--- src/rtl/sbat_pkg.sv ---
// shared types, codes and key compare functions for the sprite sort and batch block
package sbat_pkg;

   localparam int TEX_W   = 16;
   localparam int DEPTH_W = 16;
   localparam int IDX_OUT_W = 5;
   localparam int BATCH_W = 5;
   localparam int VOFF_W  = 8;

   localparam logic [1:0] MODE_KEEP       = 2'd0;
   localparam logic [1:0] MODE_DEPTH_UP   = 2'd1;
   localparam logic [1:0] MODE_DEPTH_DOWN = 2'd2;
   localparam logic [1:0] MODE_TEXTURE    = 2'd3;

   typedef struct packed {
      logic [TEX_W-1:0]          texture_id;
      logic signed [DEPTH_W-1:0] depth_key;
      logic                      last_glyph;
   } req_type;

   typedef struct packed {
      logic [IDX_OUT_W-1:0] glyph_index;
      logic [TEX_W-1:0]     out_texture;
      logic [BATCH_W-1:0]   batch_index;
      logic [VOFF_W-1:0]    batch_vertex_offset;
      logic                 ends_batch;
      logic                 last_result;
      logic                 dropped_any;
   } rsp_type;

   // sprite payload held in one cell
   typedef struct packed {
      logic [TEX_W-1:0]          texture;
      logic signed [DEPTH_W-1:0] depth;
   } data_type;

   // per-cycle command broadcast to the cell row
   typedef struct packed {
      logic       load;
      logic       sort;
      logic       phase;
      logic       drain;
      logic [1:0] mode;
   } ctl_type;

   typedef enum logic [1:0] {
      ST_FILL,
      ST_SORT,
      ST_DRAIN
   } state_type;

   // key of a sorts strictly before key of b in the given mode
   function automatic logic key_lt(input logic [1:0] mode, input data_type a,
                                   input data_type b);
      logic r;
      case (mode)
         MODE_DEPTH_UP:   r = a.depth < b.depth;
         MODE_DEPTH_DOWN: r = a.depth > b.depth;
         MODE_TEXTURE:    r = a.texture < b.texture;
         default:         r = 1'b0;
      endcase
      return r;
   endfunction

   function automatic logic key_eq(input logic [1:0] mode, input data_type a,
                                   input data_type b);
      logic r;
      case (mode)
         MODE_DEPTH_UP, MODE_DEPTH_DOWN: r = a.depth == b.depth;
         MODE_TEXTURE:                   r = a.texture == b.texture;
         default:                        r = 1'b1;
      endcase
      return r;
   endfunction

endpackage

--- src/rtl/stable_sort_and_texture_batcher.sv ---
// sprite sort and texture batch top level: sequencer, cell row and result register
// sequence: after the last request of a frame the row runs odd-even exchange rounds, then
// drains the held sprites, each shown through the result register; results come back to back
// throughput: one request per cycle while filling; busy is high while the row sorts and drains
// after a frame closes; results cannot be stalled
// reset: synchronous, clears held count and overflow flag, mode texture ascending, cells kept
module stable_sort_and_texture_batcher #(
   parameter int MAX_GLYPHS       = 32,
   parameter int VERTS_PER_SPRITE = 6
) (
   input  logic              clock,
   input  logic              reset,
   input  logic              start,
   output logic              busy,
   input  sbat_pkg::req_type req,
   input  logic              csr_wr_en,
   input  logic [1:0]        csr_wr_data,
   output logic              rsp_valid,
   output sbat_pkg::rsp_type rsp
);
   import sbat_pkg::*;

   localparam int IDX_W = $clog2(MAX_GLYPHS);
   localparam int CNT_W = $clog2(MAX_GLYPHS + 1);
   localparam logic [CNT_W-1:0] CNT_MAX = CNT_W'(MAX_GLYPHS);
   localparam logic [CNT_W-1:0] CNT_ONE = CNT_W'(1);
   localparam logic [VOFF_W-1:0] VERT_STEP = VOFF_W'(VERTS_PER_SPRITE);

   state_type        state_ff, state_in;
   logic [1:0]       mode_ff;
   logic [CNT_W-1:0] count_ff, count_in;
   logic [CNT_W-1:0] rounds_ff;
   logic             phase_ff;
   logic             overflow_ff;
   logic             first_ff;
   logic [TEX_W-1:0] prev_tex_ff;
   logic [BATCH_W-1:0] batch_ff, batch_in;
   logic [VOFF_W-1:0]  off_ff, off_in;
   logic [VOFF_W-1:0]  vert_ff;
   logic             rsp_valid_ff, rsp_valid_in;
   rsp_type          rsp_ff, rsp_in;
   logic             accept, full, new_batch;
   ctl_type          ctl;

   data_type         cell_data [MAX_GLYPHS];
   logic [IDX_W-1:0] cell_arr  [MAX_GLYPHS];
   logic             cell_vld  [MAX_GLYPHS];

   assign full   = (count_ff == CNT_MAX);
   assign accept = start && !busy;

   always_comb begin
      count_in = count_ff;
      if (accept && !full)
         count_in = count_ff + CNT_ONE;
      else if (state_ff == ST_DRAIN)
         count_in = count_ff - CNT_ONE;
   end

   // next state
   always_comb begin
      state_in = state_ff;
      unique case (state_ff)
         ST_FILL: begin
            if (start && req.last_glyph) state_in = ST_SORT;
         end
         ST_SORT: begin
            if (rounds_ff == CNT_ONE) state_in = ST_DRAIN;
         end
         ST_DRAIN: begin
            if (count_ff == CNT_ONE) state_in = ST_FILL;
         end
         default: state_in = ST_FILL;
      endcase
   end

   // outputs of the sequencer
   always_comb begin
      busy         = 1'b1;
      ctl.load     = 1'b0;
      ctl.sort     = 1'b0;
      ctl.drain    = 1'b0;
      ctl.phase    = phase_ff;
      ctl.mode     = mode_ff;
      rsp_valid_in = 1'b0;
      unique case (state_ff)
         ST_FILL: begin
            busy     = 1'b0;
            ctl.load = start && !full;
         end
         ST_SORT: begin
            ctl.sort = 1'b1;
         end
         ST_DRAIN: begin
            ctl.drain    = 1'b1;
            rsp_valid_in = 1'b1;
         end
         default: busy = 1'b1;
      endcase
   end

   // cell row
   for (genvar i = 0; i < MAX_GLYPHS; i++) begin : g_cell
      localparam logic [CNT_W-1:0] POS = CNT_W'(i);
      logic             lv, rv;
      data_type         ld, rd;
      logic [IDX_W-1:0] la, ra;

      assign cell_vld[i] = (POS < count_ff);

      if (i == 0) begin : g_head
         assign lv = 1'b0;
         assign ld.texture = req.texture_id;
         assign ld.depth   = req.depth_key;
         assign la = count_ff[IDX_W-1:0];
      end else begin : g_mid_l
         assign lv = cell_vld[i-1];
         assign ld = cell_data[i-1];
         assign la = cell_arr[i-1];
      end

      if (i == MAX_GLYPHS - 1) begin : g_tail
         assign rv = 1'b0;
         assign rd = '0;
         assign ra = '0;
      end else begin : g_mid_r
         assign rv = cell_vld[i+1];
         assign rd = cell_data[i+1];
         assign ra = cell_arr[i+1];
      end

      sbat_cell #(
         .IDX_W  (IDX_W),
         .POS_ODD(i % 2 == 1)
      ) u_cell (
         .clock      (clock),
         .ctl        (ctl),
         .self_valid (cell_vld[i]),
         .left_valid (lv),
         .left_data  (ld),
         .left_arr   (la),
         .right_valid(rv),
         .right_data (rd),
         .right_arr  (ra),
         .data       (cell_data[i]),
         .arr        (cell_arr[i])
      );
   end

   // batch bookkeeping for the sprite leaving the head cell
   always_comb begin
      new_batch = !first_ff && (cell_data[0].texture != prev_tex_ff);
      batch_in  = first_ff ? '0 : batch_ff + BATCH_W'(new_batch);
      off_in    = first_ff ? '0 : (new_batch ? vert_ff : off_ff);
      rsp_in.glyph_index         = IDX_OUT_W'(cell_arr[0]);
      rsp_in.out_texture         = cell_data[0].texture;
      rsp_in.batch_index         = batch_in;
      rsp_in.batch_vertex_offset = off_in;
      rsp_in.last_result         = (count_ff == CNT_ONE);
      rsp_in.ends_batch          = (count_ff == CNT_ONE) ||
                                   (cell_data[1].texture != cell_data[0].texture);
      rsp_in.dropped_any         = overflow_ff;
   end

   always_ff @(posedge clock) begin
      if (reset) begin
         state_ff     <= ST_FILL;
         mode_ff      <= MODE_TEXTURE;
         count_ff     <= '0;
         rounds_ff    <= '0;
         phase_ff     <= 1'b0;
         overflow_ff  <= 1'b0;
         first_ff     <= 1'b1;
         rsp_valid_ff <= 1'b0;
      end else begin
         state_ff     <= state_in;
         count_ff     <= count_in;
         rsp_valid_ff <= rsp_valid_in;
         if (csr_wr_en) mode_ff <= csr_wr_data;
         if (accept && full) overflow_ff <= 1'b1;
         else if (state_ff == ST_DRAIN && count_ff == CNT_ONE) overflow_ff <= 1'b0;
         if (state_ff == ST_SORT) begin
            rounds_ff <= rounds_ff - CNT_ONE;
            phase_ff  <= !phase_ff;
         end else begin
            rounds_ff <= count_in;
            phase_ff  <= 1'b0;
         end
         if (state_ff == ST_DRAIN) first_ff <= 1'b0;
         else                      first_ff <= 1'b1;
      end
   end

   // result and batch payload registers
   always_ff @(posedge clock) begin
      rsp_ff <= rsp_in;
      if (state_ff == ST_DRAIN) begin
         prev_tex_ff <= cell_data[0].texture;
         batch_ff    <= batch_in;
         off_ff      <= off_in;
         vert_ff     <= vert_ff + VERT_STEP;
      end else begin
         vert_ff <= '0;
      end
   end

   assign rsp_valid = rsp_valid_ff;
   assign rsp       = rsp_ff;

   a_rsp_from_drain: assert property (@(posedge clock) disable iff (reset)
      rsp_valid_ff |-> $past(state_ff == ST_DRAIN))
      else $error("result shown without a drain cycle");

   a_last_frees_block: assert property (@(posedge clock) disable iff (reset)
      (rsp_valid_ff && rsp_ff.last_result) |-> (state_ff == ST_FILL))
      else $error("final result shown but block still busy");

   a_sort_has_items: assert property (@(posedge clock) disable iff (reset)
      (state_ff == ST_SORT) |-> (count_ff != '0 && rounds_ff != '0))
      else $error("sort running on an empty row");

   a_count_bound: assert property (@(posedge clock) disable iff (reset)
      count_ff <= CNT_MAX)
      else $error("held count beyond capacity");

endmodule

--- src/rtl/sbat_cell.sv ---
// one cell of the sprite row: shift in, odd-even compare-exchange, shift out
module sbat_cell #(
   parameter int IDX_W   = 5,
   parameter bit POS_ODD = 1'b0
) (
   input  logic                   clock,
   input  sbat_pkg::ctl_type      ctl,
   input  logic                   self_valid,
   input  logic                   left_valid,
   input  sbat_pkg::data_type     left_data,
   input  logic [IDX_W-1:0]       left_arr,
   input  logic                   right_valid,
   input  sbat_pkg::data_type     right_data,
   input  logic [IDX_W-1:0]       right_arr,
   output sbat_pkg::data_type     data,
   output logic [IDX_W-1:0]       arr
);
   import sbat_pkg::*;

   data_type         data_ff, data_in;
   logic [IDX_W-1:0] arr_ff, arr_in;
   logic             pair_right, take_right, take_left;

   // total order: key first, arrival breaks ties so equal keys keep arrival order
   function automatic logic goes_first(input logic [1:0] mode,
                                       input data_type a, input logic [IDX_W-1:0] aa,
                                       input data_type b, input logic [IDX_W-1:0] ba);
      return key_lt(mode, a, b) || (key_eq(mode, a, b) && (aa < ba));
   endfunction

   always_comb begin
      pair_right = (ctl.phase == POS_ODD);
      take_right = pair_right && self_valid && right_valid &&
                   goes_first(ctl.mode, right_data, right_arr, data_ff, arr_ff);
      take_left  = !pair_right && self_valid && left_valid &&
                   goes_first(ctl.mode, data_ff, arr_ff, left_data, left_arr);
      data_in = data_ff;
      arr_in  = arr_ff;
      if (ctl.load || (ctl.sort && take_left)) begin
         data_in = left_data;
         arr_in  = left_arr;
      end else if (ctl.drain || (ctl.sort && take_right)) begin
         data_in = right_data;
         arr_in  = right_arr;
      end
   end

   always_ff @(posedge clock) begin
      data_ff <= data_in;
      arr_ff  <= arr_in;
   end

   assign data = data_ff;
   assign arr  = arr_ff;

endmodule
--- config.mk ---
export PLATFORM = sky130hd
export DESIGN_NAME = stable_sort_and_texture_batcher
export DESIGN_NICKNAME = d
export VERILOG_FILES = /design/src/rtl/sbat_pkg.sv /design/src/rtl/stable_sort_and_texture_batcher.sv /design/src/rtl/sbat_cell.sv
export SDC_FILE = /design/constraint.sdc
export NUM_CORES = 2
export LEC_CHECK = 0
export ABC_AREA = 1
export BUFFER_PORTS_ARGS = -buffer_cell sky130_fd_sc_hd__buf_4
export CORE_ASPECT_RATIO = 0.75
export CORE_UTILIZATION = 25
export CTS_CLUSTER_SIZE = 14
export DETAILED_ROUTE_END_ITERATION = 6
export GPL_TIMING_DRIVEN = 0
export PLACE_DENSITY = 0.44
export SLEW_MARGIN = 10
export SYNTH_ARGS = -nofsm -noshare
export SYNTH_HDL_FRONTEND = slang
export SYNTH_SLANG_ARGS = --single-unit
export TNS_END_PERCENT = 10
--- constraint.sdc ---
create_clock -name clock -period 5.2 [get_ports clock]
set_input_delay 0.26 -clock clock [delete_from_list [all_inputs] [get_ports clock]]
set_output_delay 0.26 -clock clock [all_outputs]
set_load 0.005 [all_outputs]
* After elaboration in Yosys (flattened, before gate mapping) *
Cells that the tools add are included.

word-level totals
  register bits = 1278
  output and inout port bits = 39
  logic and storage cells = 980

operators by class
  add/subtract/negate cells = 5
  $lt $le $gt $ge = 156
  equality and inequality tests = 75
  multiplexer cells = 207
  bitwise operators = 2
  reduce and logical (&&, ||, !) cells = 420

operators with widths
  cell                 count
  $mux 32              64
  $eq 16x16->1         62
  $lt 16x16->1         62
  $gt 16x16->1         31
  $mux 5               65
  $logic_and 1x1->1    286
  $lt 5x5->1           31
  $lt 5x6->1 const A   16
  $logic_or 1x1->1     94
  $pmux 1 s3           31
  $reduce_bool 2->1    33
  $pmux 1 s2           31
  $lt 4x6->1 const A   8
  $ne 16x16->1         2
  $lt 3x6->1 const A   4
  $mux 6               3
  $mux 8               2
  $eq 6x1->1 const B   2
  $lt 1x6->1 const A   2
  $lt 2x6->1 const A   2
  $sub 6x1->6 const B  2
  $add 8x3->8 const B  1
  $mux 1               7
  $add 6x1->6 const B  1
  13 further kinds     23

* Depth between registers and ports, before layout *
  word-level depth = 10
  gate-level depth with buffers = 21
  depth with buffers taken out = 20

* Cells and area by module *
A second synthesis with hierarchy kept.

unflattened totals
  cells, all modules = 16557
  area, all modules = 124400.6 um^2

by module, submodules not included
  module                             instances  cells each  area each (um^2)
  sbat_cell (g_cell[11].u_cell ...)  16         508         3783.6
  sbat_cell (g_cell[0].u_cell ...)   16         499         3744.8
  stable_sort_and_texture_batcher    1          445         3945.0

* Worst setup path after synthesis *
Ideal clock, no wire load.

  kind = register to register
  start point = reg g_cell[2].u_cell.data_ff, in the netlist g_cell[2].u_cell.data[15]
  end point = reg g_cell[3].u_cell.arr_ff[0], enable pin
  setup time = 0.685 ns
  data arrival time = 2.965 ns
  data required time = 4.515 ns
  path slack = 1.550 ns
  cell stages (with the launch flop) = 15
  path buffers = 1
  cells stage by stage = edfxtp_1 > inv_1 > ha_1 > nand2_1 > o21bai_1 > nand2_1 > a21oi_1 > nand3_1 > nand3_1 > nand3_1 > nand2_1 > nand2_1 > nand2_2 > clkbuf_1 > nand4_1

between the ends
  cells in the longest elaborated chain, start to end = 8
  elaborated cells between the ends (all ways) = 11
  those cells by class = order compare (2); eq/ne (1); mux (2); reduce/logical (6)

RTL lines
  item                                                  line             source
  start: declaration                                    sbat_cell.sv:20  data_type data_ff, data_in;
  start signal: assignment                              sbat_cell.sv:49  data_ff <= data_in;
  branches (longest 3 deep; another with $gt 16x16->1)  -
  $logic_or 1x1->1 (*)                                  sbat_cell.sv:28  return key_lt(mode, a, b) || (key_eq(mode, a, b) && (aa < ba));
  $logic_and 1x1->1 (*)                                 sbat_cell.sv:35  take_left = !pair_right && self_valid && left_valid &&
  $logic_and 1x1->1 (*)                                 sbat_cell.sv:39  if (ctl.load || (ctl.sort && take_left)) begin
  $logic_or 1x1->1 (*)                                  sbat_cell.sv:39
  $reduce_bool 2->1 (no line) (*)                       -
  end signal: assignment                                sbat_cell.sv:50  arr_ff <= arr_in;
  end: declaration                                      sbat_cell.sv:21  logic [IDX_W-1:0] arr_ff, arr_in;

Mark *: on every way between the ends.
A chain may end at the register's enable or synchronous reset.

* Final worst setup path *
  start point = reg count_ff[1]
  end point = reg g_cell[21].u_cell.data_ff, in the netlist g_cell[21].u_cell.data[1], enable pin

between the ends
  cells in the longest elaborated chain, start to end = 7
  elaborated cells between the ends (all ways) = 18
  those cells by class = order compare (3); eq/ne (1); mux (1); reduce/logical (13)

RTL lines
  item                                               line                                    source
  start: declaration                                 stable_sort_and_texture_batcher.sv:31   logic [CNT_W-1:0] count_ff, count_in;
  start signal: assignment                           stable_sort_and_texture_batcher.sv:177  count_ff <= count_in;
  $lt 5x6->1                                         stable_sort_and_texture_batcher.sv:109  assign cell_vld[i] = (POS < count_ff);
  $logic_and 1x1->1 (on tied branches) (3 in a row)  sbat_cell.sv:33, sbat_cell.sv:35
  $logic_and 1x1->1 (on tied branches)               sbat_cell.sv:42, sbat_cell.sv:39
  $logic_or 1x1->1 (on tied branches)                sbat_cell.sv:42, sbat_cell.sv:39
  $reduce_bool 2->1 (no line) (*)                    -
  end signal: assignment                             sbat_cell.sv:49
  end: declaration                                   sbat_cell.sv:20

Mark *: on every way between the ends. The rest lies on a longest branch, timed or not.

==> results.md <==
* Critical setup path kind: register to register
* First-pass GRT wire length at 445000 um
* Cell count after synthesis at 10649
* Clk pin slew, worst setup/hold paths at 0.06 ns
* # nets final at 12174
* Final worst-path cycle share at 95.8%
* DRT iter0 DRCs at 6336
* WHS Endpoint: mode_ff[0]
* Slew Limit Fails at 0
* Skew final at 0.0813 ns
* CP arrival at 5.54 ns
* IO Port Bufs at 77
* Clk_lat worst skew at 0.87 ns
* GPL Wtd Cong at 0.841
* DRC viols at 0
* Chip Width at 685 um
* Initial core utilization at 25.2%
* Initial antenna violation count at 12
* CP Launch Type: register
* Lkg Pwr at 49.0 nW
* Max Fanout on Critical Path at 15
* CP endpoint kind: register
* DIE HEIGHT at 515 um
* Die footprint at 353000 sq um
* Unrepaired setup endpoints after global routing: false
* Num CTS Buffers at 169
* Max-cap viol count at 0
* Tmin final at 4.98 ns
* Post-synthesis register bit count at 1277
* R2R Path Start: count_ff[1]
* Final hold violations at 0
* # H-tree levels at 4
* DP Cell Count at 15426
* Worst path bufs/invs at 7
* Synthesized area per cell at 8.22 sq um
* CTS tree: yes
* Detailed placement HPWL at 245000 um
* Final std cells w/o fill at 15760
* Hold wc startpoint: csr_wr_data[0]
* Sequential share of the synthesized area at 43.1%
* Max incr delay on CP at 0.72 ns
* Slowest cell on the critical path: nand4_1
* Max_slew headroom at 9.75%
* Synth unique cells at 47
* Max Clk Rate at 201 MHz
* Pre-antenna DRT Iters at 5
* Cell Rows at 187
* Status: finished, final reports clean
* Worst path required time at 5.76 ns
* Reg2Reg Setup Slack at 0.22 ns
* Syn_nets at 11816
* CTS Buffer Depth at 4
* Pin count of the biggest net entering global routing at 33
* Root Driver: clkbuf_16
* Routed Antenna Nets at 0
* Reg2reg end: g_cell[21].u_cell.data[1]
* Largest delay share family, worst path: buffers and inverters
* Wirelength per Cell at 19.1 um
* Final setup fails at 0
* Layout cells sized above 1 at 7.33%
* GRT Total Usage at 16.7%
* Core area at 347000 sq um
* Grt ovf at 0
* CTS Sinks at 1277
* Vias in the first global route at 66437
* Crit path cell chain: inv_1, ha_1, inv_1, nor2_2, nand3_1, nand2_1, buf_4, buf_2, buf_2, nand4_1, buf_8, buf_6
* Pwr/cell area at 464 nW/um^2
* HP Class: input pin to register
* Fin util at 28.9%
* Top Ports at 78
* R2R depth at 12
* Layout overhead on the synthesized area at 14.6%
* Drt via density at 4.49
* Mapped cell area at 87600 sq um
* Vias at 70796
* Worst Max-Slew Pin Slew at 1.35 ns
* Syn. warnings at 0
* Hold path depth at 4
* Worst VDD drop at 0.254 mV
* Final WL at 301000 um
==> kinds of logic after synthesis <==
group                    count (synthesis)  synth area share, %
AO/OA/AOI/OAI                          802                 5.20
AND/OR/NAND/NOR                       5490                 26.4
buffers and inverters                 1932                 9.04
adder cells (fa/ha/maj)               1128                 16.1
XOR/XNOR                                20                0.200
flip-flops                            1277                 43.1
==> what timing repair did <==
action                                 in CTS  in global routing
endpoints found under the hold margin      48                  0
resized for setup                           2                  0
hold buffers                               40                  0
buffers inserted                            0                  0
setup endpoints to repair                  39                  0
==> cells in the mapped netlist (all sizes together) <==
master   count  area (sq um)
or2          7          43.8
buf        333          1920
nor2b        1          6.26
o21ai      166           831
a311oi       1          8.76
xor2         9          78.8
clkbuf      56           210
nand2     3469         13300
nor4         2          12.5
a211oi      34           275
a21oi      435          2200
o21a         4          30.0
o41ai        3          26.3
inv       1543          5790
nor2       412          1590
a21o        39           293
o211ai      34           255
edfxtp    1213         36400
a31oi       49           307
ha        1128         14100
a32oi        1          8.76
o22ai        8          50.1
o2111ai      2          17.5
a2111oi     10           125
nand3     1470          7360
xnor2       11          96.3
nor3b        1          12.5
o31ai        1          12.5
o21bai      15           113
nor3        20           121
dfxtp       64          1280
nand4      108           676
==> layout by cell type (no fill, tap or decap), drive strengths merged, types with 3 or more instances in the layout <==
cell type	instances
a21o	39
or2	7
o21ai	166
a21oi	435
nor2	412
nand4	108
dfxtp	64
a211oi	34
clkinv	72
o21a	4
o22ai	8
nor3	20
clkbuf	264
buf	480
dlygate4sd3	40
xor2	9
o21bai	15
a2111oi	10
inv	1548
bufinv	5
ha	1128
nand2	3469
xnor2	11
edfxtp	1213
a31oi	49
o41ai	3
o211ai	34
nand3	1470
==> area by class of cell <==
cell class	instances	area, sq um
Clock inverter	84	528
Antenna cell	2	5.00
Tap cell	4630	5790
Multi-Input combinational cell	7440	42000
Timing Repair Buffer	187	1980
Sequential cell	1277	37700
Clock buffer	208	4450
Buffer	389	2150
Inverter	1543	5790
Fill cell	37754	247000
==> tightest hold or removal path: cells and delay by family <==
kind / cells / cell delay [ns]
buffers and inverters: 2 / 0.62
AOI/OAI and AO/OA: 2 / 0.11
==> routing by layer <==
metal / track usage (%) / part of all wire, % / wire length [um] / up-vias
met2: 21.8 / 36 / 109000 / 1650
met4: 3.28 / 1.9 / 5770 / 0
met1: 27.9 / 56 / 168000 / 32708
li1: - / - / - / 36167
met5: 0 / 0 / 0 / -
met3: 2.35 / 6.0 / 18100 / 271
==> sequential cells by signal, indices dropped and copies added, names as in the netlist <==
| register | cells |
|---|---|
| state_ff | 2 |
| mode_ff | 2 |
| g_cell.u_cell.arr | 160 |
| off_ff | 8 |
| prev_tex_ff | 16 |
| overflow_ff | 1 |
| count_ff | 6 |
| first_ff | 1 |
| rsp_valid | 1 |
| rsp | 37 |
| batch_ff | 5 |
| g_cell.u_cell.data | 1024 |
| phase_ff | 1 |
| rounds_ff | 6 |
| vert_ff | 7 |
==> where the power goes <==
group	internal [W]	total [W]	switching, W
registers	0.0151	0.0193	0.00415
logic	0.00627	0.0163	0.0100
clock network	0.00627	0.0111	0.00479
total	0.0276	0.0466	0.0190
==> how the worst max path moves through the flow <==
stage	slack, ns	cells past startpoint	to	start
after CTS	0.26	12	g_cell[22].u_cell.data[9]	count_ff[1]
after global placement	-2.05	10	g_cell[15].u_cell.data[9]	mode_ff[0]
final	0.22	12	g_cell[21].u_cell.data[1]	count_ff[1]
after floorplan	1.55	14	g_cell[3].u_cell.arr[0]	g_cell[2].u_cell.data[15]
after global routing	0.06	12	g_cell[28].u_cell.data[8]	count_ff[1]
after detailed placement	-0.01	12	g_cell[28].u_cell.data[8]	count_ff[1]
==> through the flow <==
| step | cell area (sq um) | setup WS, ns | power (W) | setup TNS [ns] | hold slack, ns |
|---|---|---|---|---|---|
| 2_1_floorplan | 87600 | 1.55 | 0.0291 | 0 | 0.325 |
| 3_3_place_gp | 94000 | -2.05 | 0.0353 | -1524.34 | 0.404 |
| 3_5_place_dp | 95000 | -0.0103 | 0.0356 | -0.123 | 0.409 |
| 4_1_cts | 100000 | 0.259 | 0.0470 | 0 | 0.0829 |
| 5_1_grt | 100000 | 0.0615 | 0.0504 | 0 | 0.152 |
| 6_report | 100000 | 0.220 | 0.0466 | 0 | 0.167 |
(Power assumes the default switching activity.)
